--- src/hdl/wmaf_pkg.sv ---
// Shared constants, types and helpers of the weighted moving average filter.
`timescale 1ns / 1ps
package wmaf_pkg;

  localparam int WINDOW   = 100;
  localparam int CHANNELS = 10;

  localparam int CH_W     = 4;
  localparam int SMP_W    = 12;
  localparam int SMP_MAX  = (1 << SMP_W) - 1;
  localparam int CH_IDX_W = (CHANNELS > 1) ? $clog2(CHANNELS) : 1;
  localparam int SLOT_W   = $clog2(WINDOW);

  localparam int HIST_DEPTH = CHANNELS * WINDOW;
  localparam int HA_W       = $clog2(HIST_DEPTH);

  localparam longint WEIGHT_SUM = longint'(WINDOW) * longint'(WINDOW + 1) / 2;
  localparam int     PS_W       = $clog2(longint'(SMP_MAX) * longint'(WINDOW) + 1);
  localparam int     WS_W       = $clog2(longint'(SMP_MAX) * WEIGHT_SUM + 1);

  // Reciprocal of the total weight scaled by 2**WS_W; the quotient estimate
  // it gives is low by at most one.
  localparam int              RCP_W = WS_W - $clog2(WEIGHT_SUM) + 1;
  localparam logic [RCP_W-1:0] RECIP = RCP_W'((longint'(1) << WS_W) / WEIGHT_SUM);

  localparam int CST_W      = WS_W + PS_W;
  localparam int OUTQ_DEPTH = 8;
  localparam int OQ_AW      = $clog2(OUTQ_DEPTH);
  localparam int CREDIT_W   = $clog2(OUTQ_DEPTH + 1);

  typedef struct packed {
    logic [WS_W-1:0] wsum;
    logic [PS_W-1:0] psum;
  } chan_state_t;

  typedef struct packed {
    logic            valid;
    logic            oob;
    logic [CH_W-1:0] ch;
    logic [WS_W-1:0] wsum;
  } upd_item_t;

  typedef struct packed {
    logic             valid;
    logic [CH_W-1:0]  ch;
    logic [SMP_W-1:0] filtered;
  } res_item_t;

  function automatic logic chan_in_range(input logic [CH_W-1:0] ch);
    return {1'b0, ch} < (CH_W + 1)'(CHANNELS);
  endfunction

endpackage

--- src/hdl/wmaf_divide.sv ---
// Division of the weighted sum by the total weight via reciprocal and correction.
`timescale 1ns / 1ps
module wmaf_divide (
  input  logic                clk,
  input  logic                rst_n,
  input  wmaf_pkg::upd_item_t item_i,
  output wmaf_pkg::res_item_t res_o
);

  localparam int P1_W = wmaf_pkg::WS_W + wmaf_pkg::RCP_W;

  logic [P1_W-1:0]            prod1;
  logic                       s2_valid_r;
  logic                       s2_oob_r;
  logic [wmaf_pkg::CH_W-1:0]  s2_ch_r;
  logic [wmaf_pkg::WS_W-1:0]  s2_ws_r;
  logic [wmaf_pkg::SMP_W-1:0] s2_q_r;

  logic                       s3_valid_r;
  logic                       s3_oob_r;
  logic [wmaf_pkg::CH_W-1:0]  s3_ch_r;
  logic [wmaf_pkg::WS_W-1:0]  s3_ws_r;
  logic [wmaf_pkg::SMP_W-1:0] s3_q_r;
  logic [wmaf_pkg::WS_W-1:0]  s3_prod_r;

  logic [wmaf_pkg::WS_W-1:0]  rem;
  logic [wmaf_pkg::SMP_W-1:0] q_fin;
  wmaf_pkg::res_item_t        res_r;

  assign prod1 = P1_W'(item_i.wsum) * P1_W'(wmaf_pkg::RECIP);

  // The estimate is the true quotient or one less; the remainder decides.
  always_comb begin
    rem   = s3_ws_r - s3_prod_r;
    q_fin = (rem >= wmaf_pkg::WS_W'(wmaf_pkg::WEIGHT_SUM)) ? s3_q_r + 1'b1 : s3_q_r;
  end

  always_ff @(posedge clk) begin
    if (!rst_n) begin
      s2_valid_r  <= 1'b0;
      s3_valid_r  <= 1'b0;
      res_r.valid <= 1'b0;
    end else begin
      s2_valid_r  <= item_i.valid;
      s3_valid_r  <= s2_valid_r;
      res_r.valid <= s3_valid_r;
    end
    s2_oob_r  <= item_i.oob;
    s2_ch_r   <= item_i.ch;
    s2_ws_r   <= item_i.wsum;
    s2_q_r    <= prod1[wmaf_pkg::WS_W +: wmaf_pkg::SMP_W];
    s3_oob_r  <= s2_oob_r;
    s3_ch_r   <= s2_ch_r;
    s3_ws_r   <= s2_ws_r;
    s3_q_r    <= s2_q_r;
    s3_prod_r <= wmaf_pkg::WS_W'(s2_q_r) * wmaf_pkg::WS_W'(wmaf_pkg::WEIGHT_SUM);
    res_r.ch       <= s3_ch_r;
    res_r.filtered <= s3_oob_r ? '0 : q_fin;
  end

  assign res_o = res_r;

endmodule

--- config.mk ---
export PLATFORM = sky130hd
export DESIGN_NAME = wmaf_divide
export DESIGN_NICKNAME = d
export VERILOG_FILES = /design/src/hdl/wmaf_pkg.sv /design/src/hdl/wmaf_divide.sv
export SDC_FILE = /design/constraint.sdc
export NUM_CORES = 1
export LEC_CHECK = 0
export ABC_CLOCK_PERIOD_IN_PS = 7600
export BUFFER_PORTS_ARGS = -buffer_cell sky130_fd_sc_hd__buf_2
export CORE_ASPECT_RATIO = 0.6
export CORE_MARGIN = 3
export CORE_UTILIZATION = 50
export CTS_CLUSTER_DIAMETER = 50
export DETAILED_ROUTE_END_ITERATION = 7
export PLACE_DENSITY = 0.74
export SETUP_SLACK_MARGIN = 0.2
export SLEW_MARGIN = 40
export SYNTH_ARGS = -nofsm -noshare
export SYNTH_HDL_FRONTEND = slang
export SYNTH_SLANG_ARGS = --single-unit
--- constraint.sdc ---
create_clock -name clk -period 7.6 [get_ports clk]
set_input_delay 1.52 -clock clk [delete_from_list [all_inputs] [get_ports clk]]
set_output_delay 1.52 -clock clk [all_outputs]
set_load 0.1 [all_outputs]
==> results.toml, run 1 <==
[run_status]
status = "finished, final reports clean"

[routing]
postRouteAntennaNets = 0
viasPerCell = 5.16
drc = 0
wl_per_cell_um = 15.4
drt_first_pass_iters = 5
first_iter_violations = 602
drt_wl_total_mm = 26.8
route.vias.total = 8977

[yosys]
synthesis.nets = 1758
synth_area_leader_cell = "fa_1"
synthMuxAreaShare_pct = 0.405
synthAdderAreaFrac_pct = 48.6
synth_top_area_share_pct = 27.3
netlist_area_um2 = 13000
synth-simple-area-share_pct = 7.37
yosys_warnings = 0
syn_avg_cell_area_um2 = 9.75
synthXorXnorAreaFrac_pct = 3.45
synth-compound-area-share_pct = 9.93
syn-instance-count = 1329
synth_edf_count = 0
synth-async-reset-ratio_pct = 0
synth.most_common_cell = "inv_1"
ys_seq_elements = 123
seq_area_frac_synth_pct = 19.0
synthTopCellsByArea = "fa_1, ha_1, dfxtp_1"
synth_top_family_by_area = "adder cells"
synth.distinct_cells = 69
synth_common_cells = "inv_1, ha_1, fa_1"
synth-main-ff-cell = "dfxtp_1"

[place]
gp_congestion = 0.922
io_buffers = 49
placed_area_um2 = 13600
numPlacedInstances = 1710
dp_hpwl_mm = 21.7

[clock_tree]
cts-hold-fix-buffers = 0
path_clk_slew_ps = 60
cts_made_buffers = 17
cts_root_buf = "clkbuf_16"
cts_max_path_buffers = 2
cts_tree = "done"
cts_resized = 0
postCtsSetupBuffers = 0
clk_latency_ps = 420
cts_sinks = 123
ctsHtreeMaxLevel = 4

[floorplan]
die_y_um = 131
fp-row-count = 44
core_um2 = 24800
start_util_pct = 52.2
pin_count = 50
die_area_um2 = 28000
die_w_um = 214

[min_path]
hold_path_class = "reg2reg"

[grt]
antenna_found_initial = 0
grt_max_degree = 33
first_global_vias = 9111
gr-total-overflow = 0
grt_pass1_wl_mm = 45.3
gr-usage-all-layers_pct = 20.8

[sta]
tns_ps = 0
finClkSkew_ps = 8.95
finalCritPeriodShare_pct = 88.6
rsz0062_at_grt = "no"
tightestPinTransition_ps = 676
max_slew_margin_pct = 54.9
min_period_ps = 6740
drv_slew = 0
setup_violations = 0
max_clock_freq_ghz = 0.148
hold_violations = 0

[critical_path]
start_kind = "input port"
critical_path_required_ps = 7950
worst_setup_path_end_kind = "register"
cp_data_arrival_time_ps = 7090
crit_fanout = 7
critPathKind = "in2reg"

[finish]
fin_cells = 1741
final_core_util_pct = 57.1
drive_above_1_share_pct = 7.16
fillCellCount = 2181
final_area_um2 = 14200
area_delta_synth_final_pct = 9.37
fin_nets = 1813
antenna_cells = 0

[job]
cap_violations = 0
==> stage by stage <==
stage,setup slack (ps),hold slack (ps)
global route,493,330
global placement,496,310
CTS,890,323
floorplan,1170,310
finish,864,323
detailed placement,454,312
==> worst max-delay path, cell delays in order <==
cell and delay [ps]:
buf_2 170, fa_1 540, inv_1 50, fa_1 500
inv_1 50, fa_1 470, fa_1 540, inv_1 50
fa_1 530, inv_1 50, ha_1 310, nand3_1 140
o221ai_1 130, a211oi_1 490, nor3_1 140, o211ai_1 330
a21oi_1 110, a2111oi_0 380, buf_4 190, o21bai_1 80
a21oi_1 180, xnor2_1 130
==> worst paths after layout <==
kind,slack [ps],end,start,depth (start not counted)
min,320,s3_ws_r[17]$_DFF_P_,s2_ws_r[17]$_DFF_P_,0
max,860,s2_q_r[11]$_DFF_P_,item_i[8],22
min reg2reg,320,s3_ws_r[17]$_DFF_P_,s2_ws_r[17]$_DFF_P_,0
max reg2reg,2000,s3_prod_r[24]$_DFF_P_,s2_q_r[3]$_DFF_P_,18
==> state kept, by name, summed over array words and instances (netlist names) <==
signal and count:
s2_ws_r 24, s3_ws_r 24, s3_prod_r 22, res_o 17
s2_q_r 12, s3_q_r 12, s2_ch_r 4, s3_ch_r 4
s2_oob_r 1, s2_valid_r 1, s3_oob_r 1, s3_valid_r 1
==> area by class of cell <==
class	instances	area, um^2	area share [%]
inverters	372	1400	9.85
well taps	345	432	3.05
repair buffers	52	268	1.89
clock inverters	14	149	1.05
multi-input cells	818	9040	63.8
flip-flops and latches	123	2460	17.4
clock buffers	17	425	3.00
==> per-layer routing <==
layer,wire length [um],vias up,share of wire (%),track usage (%)
met4,330,0,1.2,5.01
met2,11500,231,43,31.3
met1,13200,4361,49,30.4
li1,-,4353,-,-
met5,0,-,0,0
met3,1820,32,6.8,4.84
==> cell usage in the layout, fill, tap and decap left out, types with 3 or more instances in the layout <==
cell type   instances
o21ai_0            28
buf_4               3
ha_1              219
nand2_1            30
a211o_1             4
nor2b_1            10
buf_2              49
or4_1               4
clkbuf_16          17
o21bai_1            7
clkinv_4            3
o31ai_1             3
and3_1              5
fa_1              177
a211oi_1           11
a311oi_1            5
nand2b_1           12
a21o_1             24
nor3_1             15
o211ai_1           12
nor2_1             50
a21oi_1            41
xor2_1             19
a31oi_1             4
xnor2_1            32
mux2i_1             3
nor4b_1             5
nor4_1              5
dfxtp_1           122
nand4_1             8
and2_1              6
inv_1             372
a221oi_1            3
nand3_1            16
o21a_1             12
clkinv_2            3
clkinvlp_4          4
==> kinds of logic after synthesis <==
family                   count (synthesis)
flip-flops                             123
adder cells (fa/ha/maj)                397
AND/OR/NAND/NOR                        182
AO/OA/AOI/OAI                          183
buffers and inverters                  388
XOR/XNOR                                51
multiplexers                             5
Power of run 1 is left out: the tool's default activity adds up to more than one toggle a clock period on the data nets, which glitch-free logic cannot reach.
==> run 2: changes to the inputs <==
Settings changed: ABC_CLOCK_PERIOD_IN_PS 7600 to 8100.
Clock period 7.6 ns to 8.1 ns, I/O delays scaled along.
==> results.toml, run 2 (synthesized netlist as in run 1, its figures left out) <==
[run_status]
status = "finished, final reports clean"

[finish]
multi_input_area_um2 = 9040
fin_cells = 1741
antenna_cells = 0
final_common_cell = "inv_1"
reg_top3 = "s2_ws_r: 24 flops, s3_ws_r: 24 flops, s3_prod_r: 22 flops"
area_delta_synth_final_pct = 9.69
seq_area_um2 = 2460
fillCellCount = 2166
drive_above_1_share_pct = 7.02
fin_nets = 1812
layout_common_cells = "inv_1, ha_1, fa_1, dfxtp_1, nor2_1"
final_area_um2 = 14200

[place]
gp_congestion = 0.931
dp_hpwl_mm = 21.7
placed_area_um2 = 13600
numPlacedInstances = 1709
io_buffers = 49

[clock_tree]
path_clk_slew_ps = 60
cts_tree = "done"
cts_made_buffers = 17
ctsHtreeMaxLevel = 4
cts_root_buf = "clkbuf_16"
clk_latency_ps = 420
cts_sinks = 123
postCtsSetupBuffers = 0
cts_resized = 0
cts-hold-fix-buffers = 0
cts_max_path_buffers = 2

[floorplan]
die_area_um2 = 28000
fp-row-count = 44
core_um2 = 24800
pin_count = 50
start_util_pct = 52.2
die_w_um = 214
die_y_um = 131

[min_path]
min-delay-start = "s2_ch_r[1]$_DFF_P_"
hold_path_class = "reg2reg"

[routing]
viasPerCell = 5.15
drt_first_pass_iters = 6
first_iter_violations = 546
drc = 0
drt_wl_total_mm = 26.3
postRouteAntennaNets = 0
wl_per_cell_um = 15.1
route.vias.total = 8972

[sta]
rsz0062_at_grt = "no"
setup_violations = 0
tns_ps = 0
max_clock_freq_ghz = 0.147
finClkSkew_ps = 8.57
hold_violations = 0
min_period_ps = 6800
drv_slew = 0
max_slew_margin_pct = 54.7
tightestPinTransition_ps = 679
finalCritPeriodShare_pct = 84.0

[critical_path]
critPathTopFamily = "adder cells"
cp-startpoint = "item_i[8]"
path_cells = "buf_2 > fa_1 > inv_1 > fa_1 > inv_1 > fa_1 > fa_1 > inv_1 > fa_1 > inv_1 > ha_1 > nand3_1 > o221ai_1 > a211oi_1 > nor3_1 > o211ai_1 > a21oi_1 > a2111oi_1 > o21bai_1 > a21oi_1 > xnor2_1"
cp_data_arrival_time_ps = 7160
cpMostUsedCell = "fa_1"
r2r_start = "s2_q_r[3]$_DFF_P_"
crit_fanout = 7
worst-path-buf-inv = 5
worst_setup_path_end_kind = "register"
start_kind = "input port"
critical-path-max-stage-delay_ps = 560
critPathSlowestCell = "a2111oi_1"
critPathKind = "in2reg"
critical_path_required_ps = 8450

[grt]
antenna_found_initial = 0
grt_max_degree = 33
gr-usage-all-layers_pct = 20.3
gr-total-overflow = 0
first_global_vias = 8931
grt_pass1_wl_mm = 44.5

[job]
cap_violations = 0
## run 2: cell count changes in the layout (fill, tap and decap cells not counted), moves of 2 or more
cell,change
clkinv_4,-2
clkbuf_8,+4
clkbuf_1,+2
clkinvlp_4,-3
## run 2: layer usage
metal | track usage [%] | part of all wire [%]
met2 | 30.3 | 43
met4 | 4.43 | 1.1
met5 | 0 | 0
met3 | 4.63 | 5.8
met1 | 30.3 | 50
## run 2: cell type report
class / count / area share, %
Multi-Input combinational cell: 818 / 63.6
Clock inverter: 9 / 0.942
Sequential cell: 123 / 17.3
Inverter: 372 / 9.82
Clock buffer: 23 / 3.43
Tap cell: 345 / 3.04
Timing Repair Buffer: 51 / 1.83
## run 2: through the flow
stage                     setup slack (ps)  util (%)  hold WS (ps)
after floorplan                       1570         -           310
after global placement                 724      54.7           309
after detailed placement               709      54.7           312
after CTS                             1140      57.2           325
after global routing                   770      57.3           326
final                                 1300      57.3           320
## run 2: path summary, 6_finish.rpt
kind / slack [ps] / depth (start not counted) / to
max reg2reg: 2480 / 18 / s3_prod_r[24]$_DFF_P_
min reg2reg: 320 / 0 / s3_ch_r[1]$_DFF_P_
min: 320 / 0 / s3_ch_r[1]$_DFF_P_
max: 1300 / 21 / s2_q_r[11]$_DFF_P_
Power of run 2 is left out for the same reason.
==> run 3: changes to the inputs <==
Settings changed: ABC_CLOCK_PERIOD_IN_PS 8100 to 6850.
Clock period 8.1 ns to 6.85 ns, I/O delays scaled along.
==> results.toml, run 3 (synthesized netlist as in run 1, its figures left out) <==
[run_status]
status = "finished, final reports clean"

[critical_path]
crit_fanout = 6
crit_end = "s2_q_r[11]$_DFF_P_"
critPathSlowestCell = "fa_1"
critical-path-max-stage-delay_ps = 560
cp_data_arrival_time_ps = 6700
r2r_slack_ps = 1380
critPathKind = "in2reg"
worst_setup_path_end_kind = "register"
cpMostUsedCell = "fa_1"
r2r-end = "s3_prod_r[24]$_DFF_P_"
worstRegToRegCells = 19
cp-startpoint = "item_i[8]"
r2r_start = "s2_q_r[3]$_DFF_P_"
start_kind = "input port"
critPathTopFamily = "adder cells"
worst-path-buf-inv = 6
critical_path_required_ps = 7210
cp.depth = 22
path_cells = "buf_2 > buf_12 > fa_1 > fa_1 > fa_1 > fa_1 > inv_1 > fa_1 > inv_1 > ha_1 > a21oi_1 > o221ai_1 > a211oi_1 > buf_4 > nor3_1 > o211ai_1 > a21oi_1 > a2111oi_1 > buf_4 > o21bai_1 > a21oi_1 > xnor2_1"

[clock_tree]
cts_made_buffers = 17
ctsHtreeMaxLevel = 4
postCtsSetupBuffers = 0
cts_sinks = 123
cts_resized = 0
clk_latency_ps = 430
cts_root_buf = "clkbuf_16"
cts_tree = "done"
path_clk_slew_ps = 60
cts_max_path_buffers = 2
cts-hold-fix-buffers = 0

[grt]
gr-usage-all-layers_pct = 20.8
grt_pass1_wl_mm = 45.4
antenna_found_initial = 0
first_global_vias = 8960
grt_max_degree = 33
gr-total-overflow = 0

[sta]
tns_ps = 0
setup_violations = 0
max_clock_freq_ghz = 0.158
rsz0062_at_grt = "no"
hold_violations = 0
finalCritPeriodShare_pct = 92.7
min_period_ps = 6350
tightestPinTransition_ps = 683
holdWs_ps = 320
drv_slew = 0
max_slew_margin_pct = 54.4
finClkSkew_ps = 10.2

[finish]
final_core_util_pct = 57.6
antenna_cells = 0
area_delta_synth_final_pct = 10.3
fin_cells = 1749
fillCellCount = 2166
drive_above_1_share_pct = 7.69
fin_nets = 1820
layout_common_cells = "inv_1, ha_1, fa_1, dfxtp_1, nor2_1"
reg_top3 = "s2_ws_r: 24 flops, s3_ws_r: 24 flops, s3_prod_r: 22 flops"
final_common_cell = "inv_1"

[floorplan]
pin_count = 50
die_y_um = 131
fp-row-count = 44
core_um2 = 24800
start_util_pct = 52.2
die_w_um = 214
die_area_um2 = 28000

[routing]
route.vias.total = 8845
first_iter_violations = 542
viasPerCell = 5.06
drt_first_pass_iters = 6
drt_wl_total_mm = 26.9
drc = 0
postRouteAntennaNets = 0
wl_per_cell_um = 15.4

[place]
io_buffers = 49
dp_hpwl_mm = 22.4
gp_congestion = 0.901
numPlacedInstances = 1717

[job]
cap_violations = 0

[min_path]
min-delay-start = "s2_ch_r[1]$_DFF_P_"
hold_path_class = "reg2reg"
-- run 3: cell types whose count changed in the layout (fill, tap and decap cells not counted), moves of 2 or more --
| cell | delta |
|---|---|
| clkinvlp_4 | +2 |
| buf_4 | +7 |
| clkbuf_1 | -2 |
| clkinv_4 | +2 |
-- run 3: worst min path at each step --
stage / to / slack [ps] / depth (start not counted)
floorplan: res_o[12]$_DFF_P_ / 310 / 0
global placement: res_o[14]$_DFF_P_ / 310 / 0
detailed placement: s3_ws_r[16]$_DFF_P_ / 310 / 0
CTS: s3_ws_r[18]$_DFF_P_ / 320 / 0
global route: s3_ws_r[17]$_DFF_P_ / 330 / 0
finish: s3_ch_r[1]$_DFF_P_ / 320 / 0
-- run 3: cell type report --
cell class | instances | area [um^2] | area share (%)
Multi-Input combinational cell | 818 | 9040 | 63.3
Sequential cell | 123 | 2460 | 17.2
Inverter | 372 | 1400 | 9.77
Clock buffer | 20 | 467 | 3.27
Tap cell | 345 | 432 | 3.02
Timing Repair Buffer | 59 | 333 | 2.33
Clock inverter | 12 | 161 | 1.13
-- run 3: routing by layer --
layer	wire, um	global-route usage [%]	part of all wire (%)
met4	256	4.35	0.95
met1	13700	30.9	51
met2	11400	31.3	42
met3	1580	4.84	5.9
met5	0	0	0
-- run 3: through the flow --
stage	cell area, um^2	worst slack (ps)
finish	14300	503
global route	14300	212
CTS	14300	502
detailed placement	13700	78.8
global placement	13700	130
floorplan	13000	568
-- run 3: worst register-to-register path, cell delays in order (launching register included) --
cell and delay [ps]:
dfxtp_1 710, ha_1 360, ha_1 220, fa_1 550, inv_1 50, fa_1 470, fa_1 560, inv_1 50
ha_1 320, nor2b_1 140, o21ai_0 200, a21oi_1 130, o41ai_1 260, buf_4 200, o211ai_1 120, a31oi_1 280
nor2b_1 90, o21a_1 200, o41ai_1 320, xnor2_1 170
Power of run 3 is left out for the same reason.
