`src/hdl/wmaf_pkg.sv`:
```
// Shared constants, types and helpers of the weighted moving average filter.
`timescale 1ns / 1ps
package wmaf_pkg;

  localparam int WINDOW   = 100;
  localparam int CHANNELS = 10;

  localparam int CH_W     = 4;
  localparam int SMP_W    = 12;
  localparam int SMP_MAX  = (1 << SMP_W) - 1;
  localparam int CH_IDX_W = (CHANNELS > 1) ? $clog2(CHANNELS) : 1;
  localparam int SLOT_W   = $clog2(WINDOW);

  localparam int HIST_DEPTH = CHANNELS * WINDOW;
  localparam int HA_W       = $clog2(HIST_DEPTH);

  localparam longint WEIGHT_SUM = longint'(WINDOW) * longint'(WINDOW + 1) / 2;
  localparam int     PS_W       = $clog2(longint'(SMP_MAX) * longint'(WINDOW) + 1);
  localparam int     WS_W       = $clog2(longint'(SMP_MAX) * WEIGHT_SUM + 1);

  // Reciprocal of the total weight scaled by 2**WS_W; the quotient estimate
  // it gives is low by at most one.
  localparam int              RCP_W = WS_W - $clog2(WEIGHT_SUM) + 1;
  localparam logic [RCP_W-1:0] RECIP = RCP_W'((longint'(1) << WS_W) / WEIGHT_SUM);

  localparam int CST_W      = WS_W + PS_W;
  localparam int OUTQ_DEPTH = 8;
  localparam int OQ_AW      = $clog2(OUTQ_DEPTH);
  localparam int CREDIT_W   = $clog2(OUTQ_DEPTH + 1);

  typedef struct packed {
    logic [WS_W-1:0] wsum;
    logic [PS_W-1:0] psum;
  } chan_state_t;

  typedef struct packed {
    logic            valid;
    logic            oob;
    logic [CH_W-1:0] ch;
    logic [WS_W-1:0] wsum;
  } upd_item_t;

  typedef struct packed {
    logic             valid;
    logic [CH_W-1:0]  ch;
    logic [SMP_W-1:0] filtered;
  } res_item_t;

  function automatic logic chan_in_range(input logic [CH_W-1:0] ch);
    return {1'b0, ch} < (CH_W + 1)'(CHANNELS);
  endfunction

endpackage

```
`src/hdl/wmaf_out_if.sv`:
```
// Result channel carrying one filtered value and its channel number.
`timescale 1ns / 1ps
interface wmaf_out_if;
  logic                        valid;
  logic                        ready;
  logic [wmaf_pkg::CH_W-1:0]   channel_out;
  logic [wmaf_pkg::SMP_W-1:0]  filtered;

  modport source (output valid, output channel_out, output filtered, input ready);
  modport sink (input valid, input channel_out, input filtered, output ready);
endinterface

```
`src/hdl/wmaf_outq.sv`:
```
// Output queue that holds finished results until the sink takes them.
`timescale 1ns / 1ps
module wmaf_outq (
  input  logic                clk,
  input  logic                rst_n,
  input  wmaf_pkg::res_item_t res_i,
  wmaf_out_if.source          out_chan
);

  logic [wmaf_pkg::CH_W-1:0]     q_ch_r   [wmaf_pkg::OUTQ_DEPTH];
  logic [wmaf_pkg::SMP_W-1:0]    q_val_r  [wmaf_pkg::OUTQ_DEPTH];
  logic [wmaf_pkg::OQ_AW-1:0]    wr_ptr_r;
  logic [wmaf_pkg::OQ_AW-1:0]    rd_ptr_r;
  logic [wmaf_pkg::CREDIT_W-1:0] cnt_r;
  logic                          pop;

  assign pop               = out_chan.valid && out_chan.ready;
  assign out_chan.valid       = (cnt_r != '0);
  assign out_chan.channel_out = q_ch_r[rd_ptr_r];
  assign out_chan.filtered    = q_val_r[rd_ptr_r];

  always_ff @(posedge clk) begin
    if (!rst_n) begin
      wr_ptr_r <= '0;
      rd_ptr_r <= '0;
      cnt_r    <= '0;
    end else begin
      if (res_i.valid) begin
        wr_ptr_r <= (wr_ptr_r == wmaf_pkg::OQ_AW'(wmaf_pkg::OUTQ_DEPTH - 1)) ?
                    '0 : wr_ptr_r + 1'b1;
      end
      if (pop) begin
        rd_ptr_r <= (rd_ptr_r == wmaf_pkg::OQ_AW'(wmaf_pkg::OUTQ_DEPTH - 1)) ?
                    '0 : rd_ptr_r + 1'b1;
      end
      if (res_i.valid && !pop) begin
        cnt_r <= cnt_r + 1'b1;
      end else if (!res_i.valid && pop) begin
        cnt_r <= cnt_r - 1'b1;
      end
    end
    if (res_i.valid) begin
      q_ch_r[wr_ptr_r]  <= res_i.ch;
      q_val_r[wr_ptr_r] <= res_i.filtered;
    end
  end

endmodule

```
`src/flat_wrapper.sv`:
```
// flat-port wrapper written by rule: the top's interface ports become plain ports
module wmaf_outq_flat 
  (clk, rst_n, res_i, out_chan_valid, out_chan_channel_out, out_chan_filtered, out_chan_ready);
  wmaf_out_if out_chan_i ();
  input  logic clk;
  input  logic rst_n;
  input  wmaf_pkg::res_item_t res_i;
  output wire logic [$bits(out_chan_i.valid)-1:0] out_chan_valid;
  output wire logic [$bits(out_chan_i.channel_out)-1:0] out_chan_channel_out;
  output wire logic [$bits(out_chan_i.filtered)-1:0] out_chan_filtered;
  input wire logic [$bits(out_chan_i.ready)-1:0] out_chan_ready;
  assign out_chan_valid = out_chan_i.valid;
  assign out_chan_channel_out = out_chan_i.channel_out;
  assign out_chan_filtered = out_chan_i.filtered;
  assign out_chan_i.ready = out_chan_ready;
  wmaf_outq u_core (.clk(clk), .rst_n(rst_n), .res_i(res_i), .out_chan(out_chan_i));
endmodule
```
`config.mk`:
```
export PLATFORM = sky130hd
export DESIGN_NAME = wmaf_outq_flat
export DESIGN_NICKNAME = d
export VERILOG_FILES = /design/src/hdl/wmaf_pkg.sv /design/src/hdl/wmaf_out_if.sv /design/src/hdl/wmaf_outq.sv /design/src/flat_wrapper.sv
export SDC_FILE = /design/constraint.sdc
export NUM_CORES = 1
export LEC_CHECK = 0
export ABC_AREA = 1
export BUFFER_PORTS_ARGS = -buffer_cell sky130_fd_sc_hd__buf_2
export CORE_UTILIZATION = 30
export DETAILED_ROUTE_END_ITERATION = 8
export GPL_TIMING_DRIVEN = 0
export SYNTH_ARGS = -nofsm -noshare
export SYNTH_HDL_FRONTEND = slang
export SYNTH_SLANG_ARGS = --single-unit
```
`constraint.sdc`:
```
create_clock -name clk -period 5.2 [get_ports clk]
set_clock_uncertainty 0.05 [all_clocks]
set_input_delay 1.3 -clock clk [delete_from_list [all_inputs] [get_ports clk]]
set_output_delay 1.3 -clock clk [all_outputs]
set_load 0.005 [all_outputs]
```
==> results of run 1 <==
==> state kept, by name (all words and copies together), names as in the netlist, named ones only <==
register	flops
u_core.cnt_r	4
u_core.q_ch_r	32
u_core.q_val_r	96
u_core.rd_ptr_r	3
u_core.wr_ptr_r	3
==> per-layer routing <==
| layer | up-vias | track usage, % | part of all wire, % |
|---|---|---|---|
| met5 | - | 0 | 0 |
| li1 | 1883 | - | - |
| met2 | 88 | 23.9 | 49 |
| met3 | 16 | 4.14 | 4.6 |
| met4 | 0 | 6.06 | 1.6 |
| met1 | 1836 | 18.4 | 45 |
==> final timing paths <==
kind / end / slack, ns / startpoint / cells past startpoint
max: out_chan_channel_out[2] / 1.92 / flip-flop / 6
min: flip-flop / 0.44 / u_core.rd_ptr_r[2]$_SDFFE_PN0P_ / 2
min reg2reg: flip-flop / 0.44 / u_core.rd_ptr_r[2]$_SDFFE_PN0P_ / 2
max reg2reg: u_core.cnt_r[3]$_SDFFE_PN0P_ / 3.06 / u_core.cnt_r[0]$_SDFFE_PN0P_ / 11
==> final cells by class <==
| cell class | instances | area (um2) | area share [%] |
|---|---|---|---|
| sequential | 141 | 4100 | 59.2 |
| multi-input combinational | 337 | 1480 | 21.3 |
| clock buffer | 19 | 433 | 6.24 |
| timing repair buffer | 44 | 313 | 4.51 |
| tap | 234 | 293 | 4.22 |
| buffer | 23 | 155 | 2.24 |
| clock inverter | 13 | 101 | 1.46 |
| inverter | 17 | 63.8 | 0.920 |
==> metrics by stage <==
step / cells / worst slack (ns) / power, mW / util, %
3_5_place_dp: 796 / 2.31 / 2.09 / 34.1
2_1_floorplan: 518 / 2.65 / 1.82 / -
6_report: 828 / 1.92 / 3.15 / 37.0
4_1_cts: 828 / 1.85 / 3.19 / 37.0
5_1_grt: 828 / 1.76 / 3.32 / 37.0
3_3_place_gp: 788 / 1.81 / 2.05 / 33.3
==> report_power, final <==
group	total [mW]	switching, mW	internal (mW)
combinational	0.742	0.474	0.268
sequential	1.32	0.0280	1.29
clock	1.09	0.444	0.648
==> worst min-delay path, delay by kind of cell, from the launching register on <==
kind	cells	cell delay [ns]
flops	1	0.31
simple gates	1	0.06
compound gates	1	0.06
==> placed cells by master, fill, tap and decap left out, drive strengths merged, types with 2 or more instances in the layout <==
cell and n:
clkinv 10, edfxtp 128, inv 17, clkbuf 20, clkinvlp 2, dfxtp 13, nand3 7, ha 7
nand2 101, o21ai 68, a21oi 9, nor2 142, buf 66
==> logic make-up after synthesis <==
kind of cell	share of synthesized area (%)
XOR/XNOR	0.152
AO/OA/AOI/OAI	6.67
buffers and inverters	3.79
adder cells (fa/ha/maj)	1.86
AND/OR/NAND/NOR	16.5
flip-flops	71.0
==> flow_summary.json, run 1 <==
{
  "worstHoldPathType": "flip-flop to flip-flop",
  "period_needed_ns": 3.28,
  "layout-area-overhead-vs-synth_pct": 20.1,
  "post_cts_resized": 0,
  "fmax_mhz": 305,
  "ys_top_cells_by_area": "sky130_fd_sc_hd__edfxtp_1, sky130_fd_sc_hd__nor2_1, sky130_fd_sc_hd__nand2_1",
  "h-tree-depth": 4,
  "clk_root_buffer_cell": "sky130_fd_sc_hd__clkbuf_16",
  "number_of_enable_flip_flop_cells_after_synthesis": 128,
  "timing.critical_path.from_type": "flip-flop",
  "grt_antenna_before_repair": 0,
  "cell_with_the_most_instances_after_synthesis": "sky130_fd_sc_hd__nor2_1",
  "avgViaCountPerCell": 4.62,
  "place.port_buffers": 36,
  "drtPass1Iterations": 4,
  "cts_tree": "yes",
  "synthesis.area_um2": 5780,
  "setup_violations": 0,
  "first_pass_grt_wire_length_um": 21000,
  "synth_seq_area_share_pct": 71.0,
  "timing.critical_path.cells": "buf_2 -> inv_2 -> clkbuf_1 -> nand2_1 -> nand2_1 -> buf_2",
  "critical_path.max_fanout": 10,
  "clock_path_buffers": 2,
  "crit_path_end_kind": "primary output",
  "path_delay_family": "buffers and inverters",
  "total_leakage_power_nw": 2.64,
  "final_nets": 609,
  "critPathRequiredTime_ns": 3.85,
  "timing_hold_violations_final": 0,
  "max_slew_margin_pct": 57.4,
  "status": "complete, no violations",
  "antenna-diode-count": 0,
  "io_pins": 37,
  "cp.buffers_inverters": 4,
  "tns_ns": 0,
  "maxCapViolCount": 0,
  "critPathMaxStageDelay_ns": 0.52,
  "worst_slew_pin_slew_ns": 0.640,
  "grt-ovfl-total": 0,
  "cts-buffers-inserted": 17,
  "start_util_pct": 30.8,
  "holdBufCountCts": 0,
  "routed-via-count": 3823,
  "detail_route.drc_violations": 0,
  "fp.coreArea_um2": 18800,
  "detailed_place.area_um2": 6400,
  "grtUsageTotal_pct": 14.7,
  "fillerInstances": 1824,
  "rows": 50,
  "netlist_top_cells_count": "sky130_fd_sc_hd__nor2_1, sky130_fd_sc_hd__edfxtp_1, sky130_fd_sc_hd__nand2_1",
  "final_cell_area_um2": 6940,
  "die_area_um2": 19800,
  "gpl.final_weighted_congestion": 0.727,
  "numClockSinks": 141,
  "dp.final_hpwl_um": 8780,
  "async_sr_flop_fraction_pct": 0,
  "crit_arrival_ns": 1.93,
  "routed_length_per_instance_um": 16.4,
  "die_width_um": 141,
  "first_iter_violations": 334,
  "synth_nets": 546,
  "post_route_cells_drive_above_1_share_pct": 18.0,
  "synth.ff_latch_count": 141,
  "rsz0062_at_grt": "no",
  "ant_nets": 0,
  "synth.largest_area_cell": "sky130_fd_sc_hd__edfxtp_1",
  "synth_flop_type": "sky130_fd_sc_hd__edfxtp_1",
  "postSynthCellCount": 518,
  "fin_crit_share_pct": 63.1,
  "setup.worst_path.class": "flip-flop to primary output",
  "grt_pass1_vias": 3741,
  "maximum_number_of_pins_on_one_net_before_global_route_repair": 17,
  "route.final.wire_length_um": 13600,
  "synth.yosys.warnings": 0,
  "avgSynthCellArea_um2": 11.2,
  "critical_path.slowest_cell": "sky130_fd_sc_hd__clkbuf_1",
  "worst_hold_slack_ns": 0.444,
  "die_span_y_um": 141,
  "vdd_ir_drop_max_mv": 0.271,
  "synth_top_area_share_pct": 66.5,
  "slew_violations": 0,
  "clk_transition_reported_paths_ns": 0.06,
  "p_per_area_nw_per_um2": 454,
  "yosysUniqueCellTypes": 19,
  "worst_skew_pair.late_latency_ns": 0.42,
  "cts_setup_buffers": 0
}
No activity file was read; power rests on OpenSTA's default activity.
==> run 2, diff against run 1 <==
--- a/config.mk
+++ b/config.mk
@@ -5,7 +5,7 @@
 export SDC_FILE = /design/constraint.sdc
 export NUM_CORES = 1
 export LEC_CHECK = 0
-export ABC_AREA = 1
+export ABC_AREA = 0
 export BUFFER_PORTS_ARGS = -buffer_cell sky130_fd_sc_hd__buf_2
 export CORE_UTILIZATION = 30
 export DETAILED_ROUTE_END_ITERATION = 8
==> constraint.sdc (replaced) <==
create_clock -name clk -period 3.4 [get_ports clk]
set_clock_uncertainty 0.05 [all_clocks]
set_input_delay 0.85 -clock clk [delete_from_list [all_inputs] [get_ports clk]]
set_output_delay 0.85 -clock clk [all_outputs]
set_load 0.005 [all_outputs]
==> run 2 against run 1 <==
Synthesized area decreased by 3.4%. Critical path depth decreased by 2. Die area decreased by 3.4%. Utilization increased by 0.56 points. Final area decreased by 2.2%. Power increased by 48%. Sequential power increased by 52%. Critical endpoint is now out_chan_channel_out[0]. Worst setup slack got worse by 1.7 ns. First-iteration DRC count decreased by 53%. The flow now finishes with violations (DRC). Highest routed layer unchanged. Largest power group unchanged. Cell count decreased by 32%. Sequential share of layout area increased by 1.3 points.
==> flow_summary.json, run 2 <==
{
  "final_nets": 348,
  "leading_cell_types_in_the_layout_fill_and_taps_excluded": "sky130_fd_sc_hd__edfxtp_1, sky130_fd_sc_hd__buf_2, sky130_fd_sc_hd__mux4_1, sky130_fd_sc_hd__clkbuf_16, sky130_fd_sc_hd__mux2_2",
  "failed_checks": "DRC",
  "layout-area-overhead-vs-synth_pct": 21.6,
  "netlist_top_cells_count": "sky130_fd_sc_hd__edfxtp_1, sky130_fd_sc_hd__mux4_1, sky130_fd_sc_hd__mux2_2",
  "detailed_place.area_um2": 6180,
  "p_per_area_nw_per_um2": 685,
  "die_width_um": 138,
  "place.port_buffers": 36,
  "multi_input_area_um2": 1430,
  "utilization_pct": 37.5,
  "fmax_mhz": 314,
  "slew_violations": 0,
  "grt_antenna_before_repair": 0,
  "die_area_um2": 19200,
  "gpl.final_weighted_congestion": 0.737,
  "path_delay_family": "buffers and inverters",
  "cts-buffers-inserted": 17,
  "worst_skew_pair.late_latency_ns": 0.41,
  "max_slew_margin_pct": 46.3,
  "post_route_cells_drive_above_1_share_pct": 31.5,
  "io_pins": 37,
  "timing.critical_path.from_type": "flip-flop",
  "largest_register_ff_count": 96,
  "timing.critical_path.cells": "buf_1 -> mux4_1 -> mux2_2 -> buf_2",
  "maximum_number_of_pins_on_one_net_before_global_route_repair": 17,
  "critical_path.max_fanout": 10,
  "fillerInstances": 1635,
  "clk_root_buffer_cell": "sky130_fd_sc_hd__clkbuf_16",
  "synth.yosys.warnings": 0,
  "top_regs": "u_core.q_val_r: 96 flops, u_core.q_ch_r: 32 flops, u_core.cnt_r: 4 flops",
  "cts_tree": "yes",
  "postSynthCellCount": 257,
  "dp.final_hpwl_um": 6670,
  "setup.worst_path.class": "flip-flop to primary output",
  "antenna-diode-count": 0,
  "avgSynthCellArea_um2": 21.7,
  "grtUsageTotal_pct": 11.5,
  "rsz0062_at_grt": "no",
  "cp.buffers_inverters": 2,
  "total_leakage_power_nw": 2.28,
  "post_cts_resized": 0,
  "critPathRequiredTime_ns": 2.50,
  "final_cell_area_um2": 6790,
  "status": "finished, violations left",
  "period_needed_ns": 3.18,
  "ant_nets": 0,
  "numClockSinks": 141,
  "synth.ff_latch_count": 141,
  "async_sr_flop_fraction_pct": 0,
  "clk_transition_reported_paths_ns": 0.06,
  "worstHoldPathType": "flip-flop to flip-flop",
  "number_of_enable_flip_flop_cells_after_synthesis": 128,
  "place_inst": 530,
  "synth_flop_type": "sky130_fd_sc_hd__edfxtp_1",
  "routed-via-count": 2630,
  "crit_arrival_ns": 2.28,
  "worst_hold_slack_ns": 0.423,
  "fin_total_pwr_mw": 4.65,
  "final-seq-area_um2": 4100,
  "cell_with_the_most_instances_after_synthesis": "sky130_fd_sc_hd__edfxtp_1",
  "drtPass1Iterations": 6,
  "holdBufCountCts": 0,
  "fp.coreArea_um2": 18100,
  "grt_pass1_vias": 2722,
  "timing_hold_violations_final": 0,
  "cts_setup_buffers": 0,
  "synthesis.area_um2": 5580,
  "final_common_cell": "sky130_fd_sc_hd__edfxtp_1",
  "synth_top_area_share_pct": 68.9,
  "detail_route.drc_violations": 2,
  "synth_nets": 285,
  "finalNonFillerCells": 562,
  "yosysUniqueCellTypes": 30,
  "die_span_y_um": 138,
  "grt-ovfl-total": 0,
  "h-tree-depth": 4,
  "synth_seq_area_share_pct": 73.5,
  "routed_length_per_instance_um": 18.4,
  "fin_crit_share_pct": 93.6,
  "clock_path_buffers": 2,
  "ys_top_cells_by_area": "sky130_fd_sc_hd__edfxtp_1, sky130_fd_sc_hd__mux4_1, sky130_fd_sc_hd__dfxtp_1",
  "first_iter_violations": 158,
  "registers.top_by_ff_count": "u_core.q_val_r",
  "crit_path_end_kind": "primary output",
  "maxCapViolCount": 0,
  "start_util_pct": 30.9,
  "route.final.wire_length_um": 10300,
  "vdd_ir_drop_max_mv": 0.341,
  "worst_slew_pin_slew_ns": 0.806,
  "rows": 49,
  "avgViaCountPerCell": 4.68,
  "setup_violations": 0,
  "critPathMaxStageDelay_ns": 0.61,
  "critical_path.slowest_cell": "sky130_fd_sc_hd__buf_1",
  "synth.largest_area_cell": "sky130_fd_sc_hd__edfxtp_1",
  "first_pass_grt_wire_length_um": 16000
}
run 2: cell count changes after synthesis, sizes merged, moves of 14 or more:
| cell | before | now |
|---|---|---|
| inv | 17 | 1 |
| o21ai | 68 | 1 |
| nor2 | 142 | 8 |
| mux4 | 0 | 32 |
| nand2 | 101 | 8 |
| mux2 | 0 | 16 |
| buf | 22 | 8 |
run 2: cell families (layout without fill, tap and decap cells):
| logic type | Yosys count | count (layout) | synth area share [%] |
|---|---|---|---|
| DFF | 141 | 141 | 73.5 |
| AOI/OAI and AO/OA | 8 | 8 | 0.964 |
| buffers and inverters | 12 | 88 | 1.37 |
| adders and majority gates | 8 | 8 | 1.93 |
| xor gates and xnor gates | 2 | 2 | 0.314 |
| muxes | 52 | 52 | 18.7 |
| and+or+nand+nor | 34 | 34 | 3.16 |
run 2: stage by stage:
stage | setup slack, ns | setup TNS, ns
floorplan | 0.863 | 0
global placement | -0.471 | -14.38
detailed placement | 0.613 | 0
CTS | 0.167 | 0
global route | 0.100 | 0
finish | 0.216 | 0
run 2: final timing paths:
check                               startpoint                      endpoint  slack [ns]  cells after the start
setup / recovery                     flip-flop       out_chan_channel_out[0]        0.22                      4
hold / removal    u_core.cnt_r[3]$_SDFFE_PN0P_  u_core.cnt_r[3]$_SDFFE_PN0P_        0.42                      2
setup reg to reg  u_core.cnt_r[0]$_SDFFE_PN0P_  u_core.cnt_r[3]$_SDFFE_PN0P_        0.87                      9
hold reg to reg   u_core.cnt_r[3]$_SDFFE_PN0P_  u_core.cnt_r[3]$_SDFFE_PN0P_        0.42                      2
run 2: metal layers:
metal | global-route usage [%] | share of wire [%] | vias to the layer above
li1 | - | - | 1205
met1 | 14.8 | 47 | 1375
met3 | 3.57 | 3.3 | 9
met5 | 0 | 0 | -
met2 | 18.5 | 49 | 41
met4 | 3.84 | 0.94 | 0
run 2: worst min-delay path, cell delays in order (launching register included):
cell and delay, ns:
sky130_fd_sc_hd__dfxtp_1 0.32, sky130_fd_sc_hd__nand2_1 0.05, sky130_fd_sc_hd__mux2i_1 0.05
run 2: power breakdown:
group / leakage [nW] / switching [mW] / internal [mW]
Combinational: 0.729 / 0.348 / 0.407
Clock: 0.285 / 0.674 / 1.22
Sequential: 1.27 / 0.0435 / 1.96
run 2: final cells by class:
cell class,instances,area share [%]
multi-input cells,104,21.0
inverters,1,0.0553
well taps,229,4.22
clock inverters,13,2.54
clock buffers,19,6.38
plain buffers,11,1.07
repair buffers,44,4.26
flip-flops and latches,141,60.5
